File: src/rtl/plec_pkg.sv
package plec_pkg;

	localparam int REF_W = 16;
	localparam int ERR_W = 17;
	localparam int GAIN_W = 32;
	localparam int SUM_W = 32;
	localparam int PER_W = 16;
	localparam int DRV_W = 48;
	localparam int TOT_W = 62;
	localparam int TERM_W = 61;
	localparam int DM_W = 27;
	localparam int ACC_W = 80;
	localparam int MPL_W = 32;
	localparam int CNT_W = 7;
	localparam int IDX_W = 3;
	localparam int CFG_W = 32;

	localparam logic [IDX_W-1:0] REG_GAIN_P = 3'd0;
	localparam logic [IDX_W-1:0] REG_GAIN_I = 3'd1;
	localparam logic [IDX_W-1:0] REG_GAIN_D = 3'd2;
	localparam logic [IDX_W-1:0] REG_SETPOINT = 3'd3;
	localparam logic [IDX_W-1:0] REG_PERIOD = 3'd4;

	localparam logic OP_MUL = 1'b0;
	localparam logic OP_DIV = 1'b1;

	localparam logic [CNT_W-1:0] N_P = 7'd17;
	localparam logic [CNT_W-1:0] N_I1 = 7'd32;
	localparam logic [CNT_W-1:0] N_I2 = 7'd16;
	localparam logic [CNT_W-1:0] N_ID = 7'd78;
	localparam logic [CNT_W-1:0] N_D1 = 7'd27;
	localparam logic [CNT_W-1:0] N_DD = 7'd59;

	localparam logic [MPL_W-1:0] TIME_SCALE = 32'd1000;
	localparam logic [TERM_W-1:0] TERM_LIM = {1'b1, 60'd0};
	localparam logic [DRV_W-1:0] DRIVE_MAX = {1'b0, {(DRV_W-1){1'b1}}};
	localparam logic [DRV_W-1:0] DRIVE_MIN = {1'b1, {(DRV_W-1){1'b0}}};

	typedef struct packed {
		logic start;
		logic op;
		logic [ACC_W-1:0] a;
		logic [MPL_W-1:0] b;
		logic [CNT_W-1:0] n;
	} plec_cmd_t;

	typedef struct packed {
		logic done;
		logic [ACC_W-1:0] res;
	} plec_rsp_t;

	function automatic logic [GAIN_W-1:0] mag32(input logic [GAIN_W-1:0] v);
		return v[GAIN_W-1] ? (~v + 1'b1) : v;
	endfunction

	function automatic logic signed [TOT_W-1:0] signed_term(input logic [TERM_W-1:0] m,
			input logic neg);
		logic [TOT_W-1:0] x;
		x = {1'b0, m};
		return neg ? signed'(~x + 1'b1) : signed'(x);
	endfunction

endpackage

File: src/rtl/plec_if.sv
interface plec_in_if;
	logic valid;
	logic ready;
	logic signed [15:0] reference;
	logic restart;

	modport source (output valid, output reference, output restart, input ready);
	modport sink (input valid, input reference, input restart, output ready);
endinterface

interface plec_out_if;
	logic valid;
	logic ready;
	logic signed [47:0] drive;
	logic clipped;

	modport source (output valid, output drive, output clipped, input ready);
	modport sink (input valid, input drive, input clipped, output ready);
endinterface

File: src/rtl/plec_serial.sv
module plec_serial
	import plec_pkg::*;
(
	input logic clk,
	input logic arst_n,
	input plec_cmd_t cmd,
	output plec_rsp_t rsp
);

	logic busy_q;
	logic done_q;
	logic op_q;
	logic [CNT_W-1:0] cnt_q;
	logic [ACC_W-1:0] acc_q;
	logic [ACC_W-1:0] mcand_q;
	logic [MPL_W-1:0] mplier_q;
	logic [PER_W-1:0] rem_q;

	logic [PER_W:0] trial;
	logic [PER_W:0] diff;
	logic fits;

	assign trial = {rem_q, acc_q[ACC_W-1]};
	assign fits = trial >= {1'b0, mplier_q[PER_W-1:0]};
	assign diff = trial - {1'b0, mplier_q[PER_W-1:0]};

	always_ff @(posedge clk or negedge arst_n) begin
		if (!arst_n) begin
			busy_q <= 1'b0;
			done_q <= 1'b0;
			cnt_q <= '0;
		end else if (cmd.start) begin
			busy_q <= 1'b1;
			done_q <= 1'b0;
			cnt_q <= cmd.n;
		end else if (busy_q) begin
			cnt_q <= cnt_q - 1'b1;
			if (cnt_q == 7'd1) begin
				busy_q <= 1'b0;
				done_q <= 1'b1;
			end
		end else begin
			done_q <= 1'b0;
		end
	end

	always_ff @(posedge clk) begin
		if (cmd.start) begin
			op_q <= cmd.op;
			mplier_q <= cmd.b;
			mcand_q <= cmd.a;
			rem_q <= '0;
			acc_q <= (cmd.op == OP_MUL) ? '0 : cmd.a;
		end else if (busy_q) begin
			case (op_q)
				OP_MUL: begin
					if (mplier_q[0])
						acc_q <= acc_q + mcand_q;
					mcand_q <= {mcand_q[ACC_W-2:0], 1'b0};
					mplier_q <= {1'b0, mplier_q[MPL_W-1:1]};
				end
				OP_DIV: begin
					acc_q <= {acc_q[ACC_W-2:0], fits};
					rem_q <= fits ? diff[PER_W-1:0] : trial[PER_W-1:0];
				end
				default: begin
					acc_q <= acc_q;
				end
			endcase
		end
	end

	assign rsp.done = done_q;
	assign rsp.res = acc_q;

endmodule

File: src/rtl/pid_line_error_controller_unit.sv
// PID controller for a line-position sensor.
// sample channel: one word per sampling period, a signed 16-bit reference and
// a restart flag that clears the error sum and the previous error first.
// control channel: one word per sample, the signed Q32.16 drive, saturated to
// 48 bits, and a clipped flag set when saturation happened.
// Configuration: cfg_we/cfg_index/cfg_data write gain_p, gain_i, gain_d
// (signed Q16.16), setpoint and period_ms; write only while no sample is in
// flight. A period of zero acts as one.
// The drive word is computed in the states S_P_GO through S_DD_WT and loaded
// into the output register from S_OUT; the next sample is taken only back in
// S_IDLE. Six multiply and divide passes run in turn on one shared unit that
// retires one bit per cycle (17, 32, 16, 78, 27 and 59 bit steps in the passes).
// Reset clears gains and setpoint to zero, period to one, and the error history.
// A stalled receiver holds the drive word in the output register; the next
// sample is still taken and computed, and waits until that register frees.
module pid_line_error_controller_unit
	import plec_pkg::*;
(
	input logic clk,
	input logic arst_n,
	input logic cfg_we,
	input logic [IDX_W-1:0] cfg_index,
	input logic [CFG_W-1:0] cfg_data,
	plec_in_if.sink sample,
	plec_out_if.source control
);

	localparam logic [3:0] S_IDLE = 4'd0;
	localparam logic [3:0] S_P_GO = 4'd1;
	localparam logic [3:0] S_P_WT = 4'd2;
	localparam logic [3:0] S_I1_GO = 4'd3;
	localparam logic [3:0] S_I1_WT = 4'd4;
	localparam logic [3:0] S_I2_GO = 4'd5;
	localparam logic [3:0] S_I2_WT = 4'd6;
	localparam logic [3:0] S_ID_GO = 4'd7;
	localparam logic [3:0] S_ID_WT = 4'd8;
	localparam logic [3:0] S_D1_GO = 4'd9;
	localparam logic [3:0] S_D1_WT = 4'd10;
	localparam logic [3:0] S_DD_GO = 4'd11;
	localparam logic [3:0] S_DD_WT = 4'd12;
	localparam logic [3:0] S_OUT = 4'd13;

	logic [3:0] state_q;
	logic [GAIN_W-1:0] gain_p_q;
	logic [GAIN_W-1:0] gain_i_q;
	logic [GAIN_W-1:0] gain_d_q;
	logic [REF_W-1:0] setpoint_q;
	logic [PER_W-1:0] period_q;
	logic signed [SUM_W-1:0] sum_q;
	logic signed [ERR_W-1:0] last_q;
	logic [ERR_W-1:0] e_mag_q;
	logic e_neg_q;
	logic [DM_W-1:0] dm_q;
	logic d_neg_q;
	logic signed [TOT_W-1:0] total_q;
	logic out_valid_q;
	logic [DRV_W-1:0] drive_q;
	logic clipped_q;

	plec_cmd_t cmd;
	plec_rsp_t rsp;

	logic accept;
	logic out_free;
	logic [PER_W-1:0] t_eff;
	logic signed [ERR_W-1:0] e;
	logic signed [SUM_W-1:0] sum_base;
	logic signed [ERR_W-1:0] last_base;
	logic signed [SUM_W:0] sum_wide;
	logic signed [SUM_W-1:0] sum_sat;
	logic signed [ERR_W:0] de;
	logic [ERR_W-1:0] de_mag;
	logic [DM_W-1:0] dm;
	logic [ERR_W-1:0] e_mag;
	logic [TERM_W-1:0] p_mag;
	logic [TERM_W-1:0] i_mag;
	logic [TERM_W-1:0] d_mag;
	logic i_over;
	logic sat;
	logic [DRV_W-1:0] drive_next;

	plec_serial u_serial (
		.clk (clk),
		.arst_n (arst_n),
		.cmd (cmd),
		.rsp (rsp)
	);

	assign accept = sample.valid && sample.ready;
	assign sample.ready = (state_q == S_IDLE);
	assign out_free = !out_valid_q || control.ready;
	assign t_eff = (period_q == '0) ? 16'd1 : period_q;

	assign e = signed'({sample.reference[REF_W-1], sample.reference})
		- signed'({setpoint_q[REF_W-1], setpoint_q});
	assign e_mag = e[ERR_W-1] ? (~e + 1'b1) : e;
	assign sum_base = sample.restart ? '0 : sum_q;
	assign last_base = sample.restart ? '0 : last_q;
	assign sum_wide = {sum_base[SUM_W-1], sum_base} + {{(SUM_W-ERR_W+1){e[ERR_W-1]}}, e};
	assign de = {e[ERR_W-1], e} - {last_base[ERR_W-1], last_base};
	assign de_mag = de[ERR_W] ? ERR_W'(~de + 1'b1) : de[ERR_W-1:0];
	assign dm = {de_mag, 10'd0} - {6'd0, de_mag, 4'd0} - {7'd0, de_mag, 3'd0};

	always_comb begin
		if (sum_wide[SUM_W] != sum_wide[SUM_W-1])
			sum_sat = sum_wide[SUM_W] ? {1'b1, {(SUM_W-1){1'b0}}} : {1'b0, {(SUM_W-1){1'b1}}};
		else
			sum_sat = sum_wide[SUM_W-1:0];
	end

	assign p_mag = {13'd0, rsp.res[DRV_W-1:0]};
	assign i_over = (rsp.res[ACC_W-1:TERM_W] != '0)
		|| (rsp.res[TERM_W-1] && (rsp.res[TERM_W-2:0] != '0));
	assign i_mag = i_over ? TERM_LIM : rsp.res[TERM_W-1:0];
	assign d_mag = {2'd0, rsp.res[N_DD-1:0]};

	assign sat = !((&total_q[TOT_W-1:DRV_W-1]) || !(|total_q[TOT_W-1:DRV_W-1]));
	assign drive_next = sat ? (total_q[TOT_W-1] ? DRIVE_MIN : DRIVE_MAX)
		: total_q[DRV_W-1:0];

	always_comb begin
		cmd.start = 1'b0;
		cmd.op = OP_MUL;
		cmd.a = '0;
		cmd.b = '0;
		cmd.n = '0;
		case (state_q)
			S_P_GO: begin
				cmd.start = 1'b1;
				cmd.a = {48'd0, mag32(gain_p_q)};
				cmd.b = {15'd0, e_mag_q};
				cmd.n = N_P;
			end
			S_I1_GO: begin
				cmd.start = 1'b1;
				cmd.a = {48'd0, mag32(gain_i_q)};
				cmd.b = mag32(sum_q);
				cmd.n = N_I1;
			end
			S_I2_GO: begin
				cmd.start = 1'b1;
				cmd.a = rsp.res;
				cmd.b = {16'd0, t_eff};
				cmd.n = N_I2;
			end
			S_ID_GO: begin
				cmd.start = 1'b1;
				cmd.op = OP_DIV;
				cmd.a = {rsp.res[N_ID-1:0], 2'd0};
				cmd.b = TIME_SCALE;
				cmd.n = N_ID;
			end
			S_D1_GO: begin
				cmd.start = 1'b1;
				cmd.a = {48'd0, mag32(gain_d_q)};
				cmd.b = {5'd0, dm_q};
				cmd.n = N_D1;
			end
			S_DD_GO: begin
				cmd.start = 1'b1;
				cmd.op = OP_DIV;
				cmd.a = {rsp.res[N_DD-1:0], 21'd0};
				cmd.b = {16'd0, t_eff};
				cmd.n = N_DD;
			end
			default: begin
				cmd.start = 1'b0;
			end
		endcase
	end

	always_ff @(posedge clk or negedge arst_n) begin
		if (!arst_n) begin
			gain_p_q <= '0;
			gain_i_q <= '0;
			gain_d_q <= '0;
			setpoint_q <= '0;
			period_q <= 16'd1;
		end else if (cfg_we) begin
			case (cfg_index)
				REG_GAIN_P: gain_p_q <= cfg_data;
				REG_GAIN_I: gain_i_q <= cfg_data;
				REG_GAIN_D: gain_d_q <= cfg_data;
				REG_SETPOINT: setpoint_q <= cfg_data[REF_W-1:0];
				REG_PERIOD: period_q <= cfg_data[PER_W-1:0];
				default: period_q <= period_q;
			endcase
		end
	end

	always_ff @(posedge clk or negedge arst_n) begin
		if (!arst_n) begin
			state_q <= S_IDLE;
			sum_q <= '0;
			last_q <= '0;
		end else begin
			case (state_q)
				S_IDLE: begin
					if (accept) begin
						sum_q <= sum_sat;
						last_q <= e;
						state_q <= S_P_GO;
					end
				end
				S_P_GO: state_q <= S_P_WT;
				S_P_WT: if (rsp.done) state_q <= S_I1_GO;
				S_I1_GO: state_q <= S_I1_WT;
				S_I1_WT: if (rsp.done) state_q <= S_I2_GO;
				S_I2_GO: state_q <= S_I2_WT;
				S_I2_WT: if (rsp.done) state_q <= S_ID_GO;
				S_ID_GO: state_q <= S_ID_WT;
				S_ID_WT: if (rsp.done) state_q <= S_D1_GO;
				S_D1_GO: state_q <= S_D1_WT;
				S_D1_WT: if (rsp.done) state_q <= S_DD_GO;
				S_DD_GO: state_q <= S_DD_WT;
				S_DD_WT: if (rsp.done) state_q <= S_OUT;
				S_OUT: if (out_free) state_q <= S_IDLE;
				default: state_q <= S_IDLE;
			endcase
		end
	end

	always_ff @(posedge clk) begin
		if (accept) begin
			e_mag_q <= e_mag;
			e_neg_q <= e[ERR_W-1];
			dm_q <= dm;
			d_neg_q <= de[ERR_W];
		end
		if (rsp.done) begin
			case (state_q)
				S_P_WT: total_q <= signed_term(p_mag, gain_p_q[GAIN_W-1] ^ e_neg_q);
				S_ID_WT: total_q <= total_q
					+ signed_term(i_mag, gain_i_q[GAIN_W-1] ^ sum_q[SUM_W-1]);
				S_DD_WT: total_q <= total_q
					+ signed_term(d_mag, gain_d_q[GAIN_W-1] ^ d_neg_q);
				default: total_q <= total_q;
			endcase
		end
	end

	always_ff @(posedge clk or negedge arst_n) begin
		if (!arst_n) begin
			out_valid_q <= 1'b0;
		end else if (state_q == S_OUT && out_free) begin
			out_valid_q <= 1'b1;
		end else if (control.ready) begin
			out_valid_q <= 1'b0;
		end
	end

	always_ff @(posedge clk) begin
		if (state_q == S_OUT && out_free) begin
			drive_q <= drive_next;
			clipped_q <= sat;
		end
	end

	assign control.valid = out_valid_q;
	assign control.drive = drive_q;
	assign control.clipped = clipped_q;

endmodule

File: src/flat_wrapper.sv
// flat-port wrapper written by rule: the top's interface ports become plain ports
module pid_line_error_controller_unit_flat import plec_pkg::*;
  (clk, arst_n, cfg_we, cfg_index, cfg_data, sample_valid, sample_reference, sample_restart, sample_ready, control_valid, control_drive, control_clipped, control_ready);
  plec_in_if sample_i ();
  plec_out_if control_i ();
  input logic clk;
  input logic arst_n;
  input logic cfg_we;
  input logic [IDX_W-1:0] cfg_index;
  input logic [CFG_W-1:0] cfg_data;
  input wire logic [$bits(sample_i.valid)-1:0] sample_valid;
  input wire logic [$bits(sample_i.reference)-1:0] sample_reference;
  input wire logic [$bits(sample_i.restart)-1:0] sample_restart;
  output wire logic [$bits(sample_i.ready)-1:0] sample_ready;
  output wire logic [$bits(control_i.valid)-1:0] control_valid;
  output wire logic [$bits(control_i.drive)-1:0] control_drive;
  output wire logic [$bits(control_i.clipped)-1:0] control_clipped;
  input wire logic [$bits(control_i.ready)-1:0] control_ready;
  assign sample_i.valid = sample_valid;
  assign sample_i.reference = sample_reference;
  assign sample_i.restart = sample_restart;
  assign sample_ready = sample_i.ready;
  assign control_valid = control_i.valid;
  assign control_drive = control_i.drive;
  assign control_clipped = control_i.clipped;
  assign control_i.ready = control_ready;
  pid_line_error_controller_unit u_core (.clk(clk), .arst_n(arst_n), .cfg_we(cfg_we), .cfg_index(cfg_index), .cfg_data(cfg_data), .sample(sample_i), .control(control_i));
endmodule
File: config.mk
export PLATFORM = sky130hd
export DESIGN_NAME = pid_line_error_controller_unit_flat
export DESIGN_NICKNAME = d
export VERILOG_FILES = /design/src/rtl/plec_pkg.sv /design/src/rtl/plec_if.sv /design/src/rtl/plec_serial.sv /design/src/rtl/pid_line_error_controller_unit.sv /design/src/flat_wrapper.sv
export SDC_FILE = /design/constraint.sdc
export NUM_CORES = 2
export LEC_CHECK = 0
export ABC_CLOCK_PERIOD_IN_PS = 20700
export BUFFER_PORTS_ARGS = -buffer_cell sky130_fd_sc_hd__buf_2
export CORE_ASPECT_RATIO = 1.5
export CORE_UTILIZATION = 45
export DETAILED_ROUTE_END_ITERATION = 10
export HOLD_SLACK_MARGIN = 0.05
export PLACE_DENSITY_LB_ADDON = 0.08
export SKIP_LAST_GASP = 1
export SYNTH_ARGS = -nofsm -noshare
export SYNTH_HDL_FRONTEND = slang
export SYNTH_SLANG_ARGS = --single-unit
File: constraint.sdc
create_clock -name clk -period 20.7 [get_ports clk]
set_input_delay 4.14 -clock clk [delete_from_list [all_inputs] [get_ports clk]]
set_output_delay 4.14 -clock clk [all_outputs]
set_load 0.05 [all_outputs]
After elaboration in Yosys (flattened, before gate mapping). Cells that the tools add are included.

Add/sub/neg operators: 19. Magnitude comparators: 1. Equal/unequal tests: 30. Multiplexer cells: 52. Bitwise logic cells: 13. Reductions and logical operators: 32.

Operators with widths (count): case mux 119 bit (6 select lines) (1); two-way mux 80 bit (7); two-way mux 32 bit (10); adder 62 x 1 -> 62 bit, second input constant (3); two-way mux 62 bit (3); case mux 62 bit (3 select lines) (1); case mux 80 bit (2 select lines) (1); adder 32 x 1 -> 32 bit, second input constant (4); inverter 32 bit (4); adder 62 bit (2); two-way mux 48 bit (2); adder 80 bit (1); inverter 48 -> 62 bit (1); inverter 59 -> 62 bit (1); inverter 61 -> 62 bit (1); two-way mux 61 bit (1); nonzero test 60 bit (1); case mux 4 bit (14 select lines) (1); two-way mux 16 bit (3); adder 17 x 1 -> 17 bit, second input constant (2); two-way mux 17 bit (2); inverter 17 bit (2); adder 32 x 17 -> 33 bit (1); two-way mux 4 bit (8); 39 further kinds (84).

Flip-flop bits (word level): 557. Input port bits: 57. Output and inout port bits: 51. Word-level logic and storage cells: 172.

Logic depth before layout (Yosys ltp).
Depth in word-level cells: 9. Depth in mapped cells: 39. Mapped depth without buffers: 37.

Cells and area by module. Synthesis repeated with hierarchy kept, for this count alone.

Cell total of the unflattened synthesis: 5113. Area total of the unflattened synthesis: 45024.4 sq um.

By module, submodules not included: pid_line_error_controller_unit (instances 1, cells each 3581, area each 30010.0 sq um); plec_serial (instances 1, cells each 1532, area each 15014.4 sq um).

Worst setup path after synthesis. No wires, ideal clock.

Path kind: input to register. Start point: in sample_reference[0]. End point: reg u_core.dm_q[26] (data pin). Setup time: 0.266 ns. Arrival time: 11.226 ns. Data required time: 20.434 ns. Setup slack: 9.209 ns. Stages on the path: 37. Cell sequence: inv_1 > ha_1 > fa_1 > nor2b_1 > o211a_1 > or2_1 > xor2_1 > ha_1 > o21a_1 > o21a_1 > o22ai_1 > nor3b_1 > mux2_2 > o41ai_1 > nor4_1 > o32a_1 > buf_6 > inv_4 > buf_2 > o21ai_0 > xnor2_1 > inv_1 > ha_1 > ha_1 > a21o_1 > a21o_1 > a21o_1 > o21a_1 > o21ai_0 > a211o_1 > nand2_1 > o21ai_0 > nand2b_1 > a41oi_1 > maj3_1 > o221ai_1 > xor2_1.

Elaborated cells between the ends (all ways): 7. Classes of those cells: add/sub (5); mux (1); bitwise (1).

RTL lines: start: declaration (RTL line flat_wrapper.sv:12) `input wire logic [$bits(sample_i.reference)-1:0] sample_reference;`; subtractor 16 x 16 -> 17 bit (*) (RTL line pid_line_error_controller_unit.sv:95) `- signed'({setpoint_q[REF_W-1], setpoint_q});`; via u_core.e[6] (RTL line pid_line_error_controller_unit.sv:66) `logic signed [ERR_W-1:0] e;`; subtractor 17 x 17 -> 18 bit (*) (RTL line pid_line_error_controller_unit.sv:100) `assign de = {e[ERR_W-1], e} - {last_base[ERR_W-1], last_base};`; via u_core.de[17] (RTL line pid_line_error_controller_unit.sv:71) `logic signed [ERR_W:0] de;`; two-way mux 17 bit (*) (RTL line pid_line_error_controller_unit.sv:101) `assign de_mag = de[ERR_W] ? ERR_W'(~de + 1'b1) : de[ERR_W-1:0];`; subtractor 27 x 21 -> 27 bit (RTL line pid_line_error_controller_unit.sv:102) `assign dm = {de_mag, 10'd0} - {6'd0, de_mag, 4'd0} - {7'd0, de_mag, 3'd0};`; subtractor 27 x 20 -> 27 bit (*) (RTL line pid_line_error_controller_unit.sv:102); via u_core.dm[26] (RTL line pid_line_error_controller_unit.sv:73) `logic [DM_W-1:0] dm;`; end signal: assignment (RTL line pid_line_error_controller_unit.sv:227) `dm_q <= dm;`; end: declaration (RTL line pid_line_error_controller_unit.sv:53) `logic [DM_W-1:0] dm_q;`.

Mark *: on every way through the listed nets, which the timed path passes. The rest lies on a longest branch. A chain may end at the register's enable or synchronous reset.

Final worst setup path.
Start point: in sample_reference[0]. End point: reg u_core.dm_q[26] (data pin).

Longest elaborated chain between the ends: 7.

RTL lines (RTL line): subtractor 16 x 16 -> 17 bit (*) (pid_line_error_controller_unit.sv:95); via u_core.e[6] (pid_line_error_controller_unit.sv:66); subtractor 17 x 17 -> 18 bit (*) (pid_line_error_controller_unit.sv:100); inverter 17 bit (pid_line_error_controller_unit.sv:101); adder 17 x 1 -> 17 bit (pid_line_error_controller_unit.sv:101); two-way mux 17 bit (*) (pid_line_error_controller_unit.sv:101); subtractor 27 x 21 -> 27 bit (pid_line_error_controller_unit.sv:102); subtractor 27 x 20 -> 27 bit (*) (pid_line_error_controller_unit.sv:102); via u_core.dm[26] (pid_line_error_controller_unit.sv:73).

Marks and branches as above.

==> qor.yml <==
syn_avg_cell_area_sq_um: 8.79
worst_clock_skew_ns: 0.0221
place_hpwl_um: 112000
rows: 140
cp_max_fo: 17
grt_overflow: 0
drive_above_1_share_pct: 10.6
grt_first_pass_wirelength_um: 231000
insertion_delay_ns: 0.66
cts_sinks: 554
startpoint_type: "input pin"
rsz0062_at_grt: "false"
clock-root-buffer: "clkbuf_16"
vias: 38800
synthCells: 5006
max_slew.worst_pin.slew_ns: 1.16
finalWirelength_um: 152000
h-tree-depth: 3
yosysTopAreaCellShare_pct: 23.7
final_area_sq_um: 48000
fin_cells: 6316
grt_use_total_pct: 30.2
cts_tree: "yes"
ctsResizeCount: 0
slew_headroom_pct: 21.7
io_buffers: 107
hold_viol_final: 0
routed_via_density: 6.14
critPathRequiredTime_ns: 21.08
status: "complete, no violations"
hold_path_class: "reg2reg"
yosys-top-cells-area: "edfxtp_1, dfrtp_1, ha_1"
grt_pass1_vias: 39000
synth_nets: 5329
cts_setup_buffers: 0
fmax_mhz: 83.8
syn-cell-area_sq_um: 44000
die_area_sq_um: 99100
ys_warn_count: 0
ios: 108
drv_cap: 0
drt-pass1-iter-count: 10
synth_edf_count: 347
grt_max_degree: 123
area_growth_pct: 9.12
gp_congestion: 0.963
fin_setup_tns_ns: 0
die_h_um: 385
critPathMostFrequentCell: "ha_1"
cts_buffers: 66
cts_buffer_depth: 3
worstSetupPathType: "in2reg"
synthArstFlopShare_pct: 34.5
grt_antenna_before_repair: 6
end_kind: "flop"
ys_ff_latch: 554
seq_area_frac_synth_pct: 35.3
clkTransAtPathRegs_ns: 0.06
core-area_sq_um: 97000
drc: 0
cpMaxStageDelayCell: "o32a_1"
drt_iter0_markers: 3065
die_w_um: 257
ys.flop_type: "edfxtp_1"
postCtsHoldBufs: 0
netlist-cell-type-count: 111
fillCellCount: 9446
synthTopCellsByCount: "nand2_1, o21ai_0, a21oi_1, edfxtp_1, nor2_1"
yosysMostFrequentCell: "nand2_1"
report.final.slew_viol_count: 0
critPathMaxStageDelay_ns: 0.53
fin_crit_ns: 11.93
nets: 5308
placed_cells: 6195
fin_ws_ns: 8.77
critPathArrivalTime_ns: 12.31
synth_largest_area_cell: "edfxtp_1"
setup_viol: 0
drtAntennaViolNets: 0
dp_slack_ns: 8.17
start_util_pct: 45.4
wire_per_inst_um: 24.0
placed_area_sq_um: 45900
fin_crit_sh_pct: 57.6
-- routing by layer --
layer | global-route usage (%) | part of all wire (%)
met1 | 31.5 | 36
met2 | 55.8 | 51
met3 | 3.68 | 4.9
met4 | 22.0 | 7.7
met5 | 0 | 0.015
-- flip-flops by register name, indices dropped and copies added, names as in the netlist, 48 cells and up --
| register | flops |
|---|---|
| u_core.u_serial.mcand_q | 80 |
| u_core.u_serial.acc_q | 80 |
| u_core.total_q | 62 |
| u_core.control.drive | 48 |
-- metrics by stage --
step | util, % | hold slack, ns
2_1_floorplan | - | 0.442
3_3_place_gp | 47.3 | 0.458
3_5_place_dp | 47.3 | 0.464
4_1_cts | 49.5 | 0.479
5_1_grt | 49.5 | 0.488
6_report | 49.5 | 0.472
-- critical path: cells and delay by family --
family	cells	cell delay, ns
adders and majority gates	6	1.81
buffers and inverters	5	0.67
muxes	1	0.29
and+or+nand+nor	6	0.90
AOI/OAI and AO/OA	16	3.71
xor gates and xnor gates	3	0.77
-- logic make-up (layout without fill, tap and decap cells) --
| family | Yosys count | count (layout) | synth area share (%) |
|---|---|---|---|
| AOI/OAI and AO/OA | 1684 | 1684 | 24.6 |
| and+or+nand+nor | 1415 | 1415 | 15.5 |
| DFF | 554 | 554 | 35.3 |
| buffers and inverters | 499 | 528 | 4.34 |
| xor gates and xnor gates | 429 | 429 | 8.60 |
| adders and majority gates | 275 | 275 | 7.98 |
| muxes | 150 | 150 | 3.78 |
| other | 0 | 3 | 0 |
-- worst paths after layout --
check                      depth (start not counted)  slack [ns]                endpoint                      from
max                                               37        8.77         u_core.dm_q[26]       sample_reference[0]
min                                                2        0.47        u_core.last_q[7]          u_core.last_q[7]
max reg2reg                                       30       10.67      u_core.total_q[57]  u_core.u_serial.acc_q[0]
min reg2reg                                        2        0.47        u_core.last_q[7]          u_core.last_q[7]
max in group asynchronous                          2       15.43  u_core.u_serial.done_q                    arst_n
min in group asynchronous                          1        3.62    u_core.setpoint_q[7]                    arst_n
-- placed cells by master, fill, tap and decap left out, types with 34 or more instances in the layout --
cell type | Yosys | layout
nor4_1 | 53 | 53
dfrtp_1 | 190 | 190
o31ai_1 | 52 | 52
o22ai_1 | 38 | 38
inv_1 | 203 | 202
or3_1 | 59 | 59
a21o_1 | 152 | 152
nand3_1 | 70 | 70
a222oi_1 | 76 | 76
buf_2 | 9 | 106
a2bb2oi_1 | 34 | 34
xnor2_1 | 226 | 224
a21oi_1 | 418 | 418
o21bai_1 | 40 | 40
ha_1 | 254 | 254
xor2_1 | 199 | 198
buf_4 | 2 | 97
edfxtp_1 | 347 | 347
nand2_1 | 514 | 510
a31oi_1 | 45 | 44
nand2b_1 | 66 | 65
o21ai_0 | 496 | 495
mux2_2 | 129 | 129
nor2b_1 | 67 | 67
nor3_1 | 72 | 67
nand4_1 | 39 | 39
clkbuf_16 | 0 | 67
nor2_1 | 326 | 320
a211oi_1 | 41 | 40
-- area by class of cell --
cell class,count,area [sq um],share of cell area (%)
antenna,3,7.51,0.0156
clock buffer,86,1790,3.72
clock inverter,32,310,0.646
inverter,206,776,1.61
multi-input combinational,3953,26800,55.7
sequential,554,15500,32.3
tap,1278,1600,3.33
timing repair buffer,204,1270,2.65
Power is not shown: default switching activity piles up to over one toggle a cycle in this logic, so the estimate is an artifact.
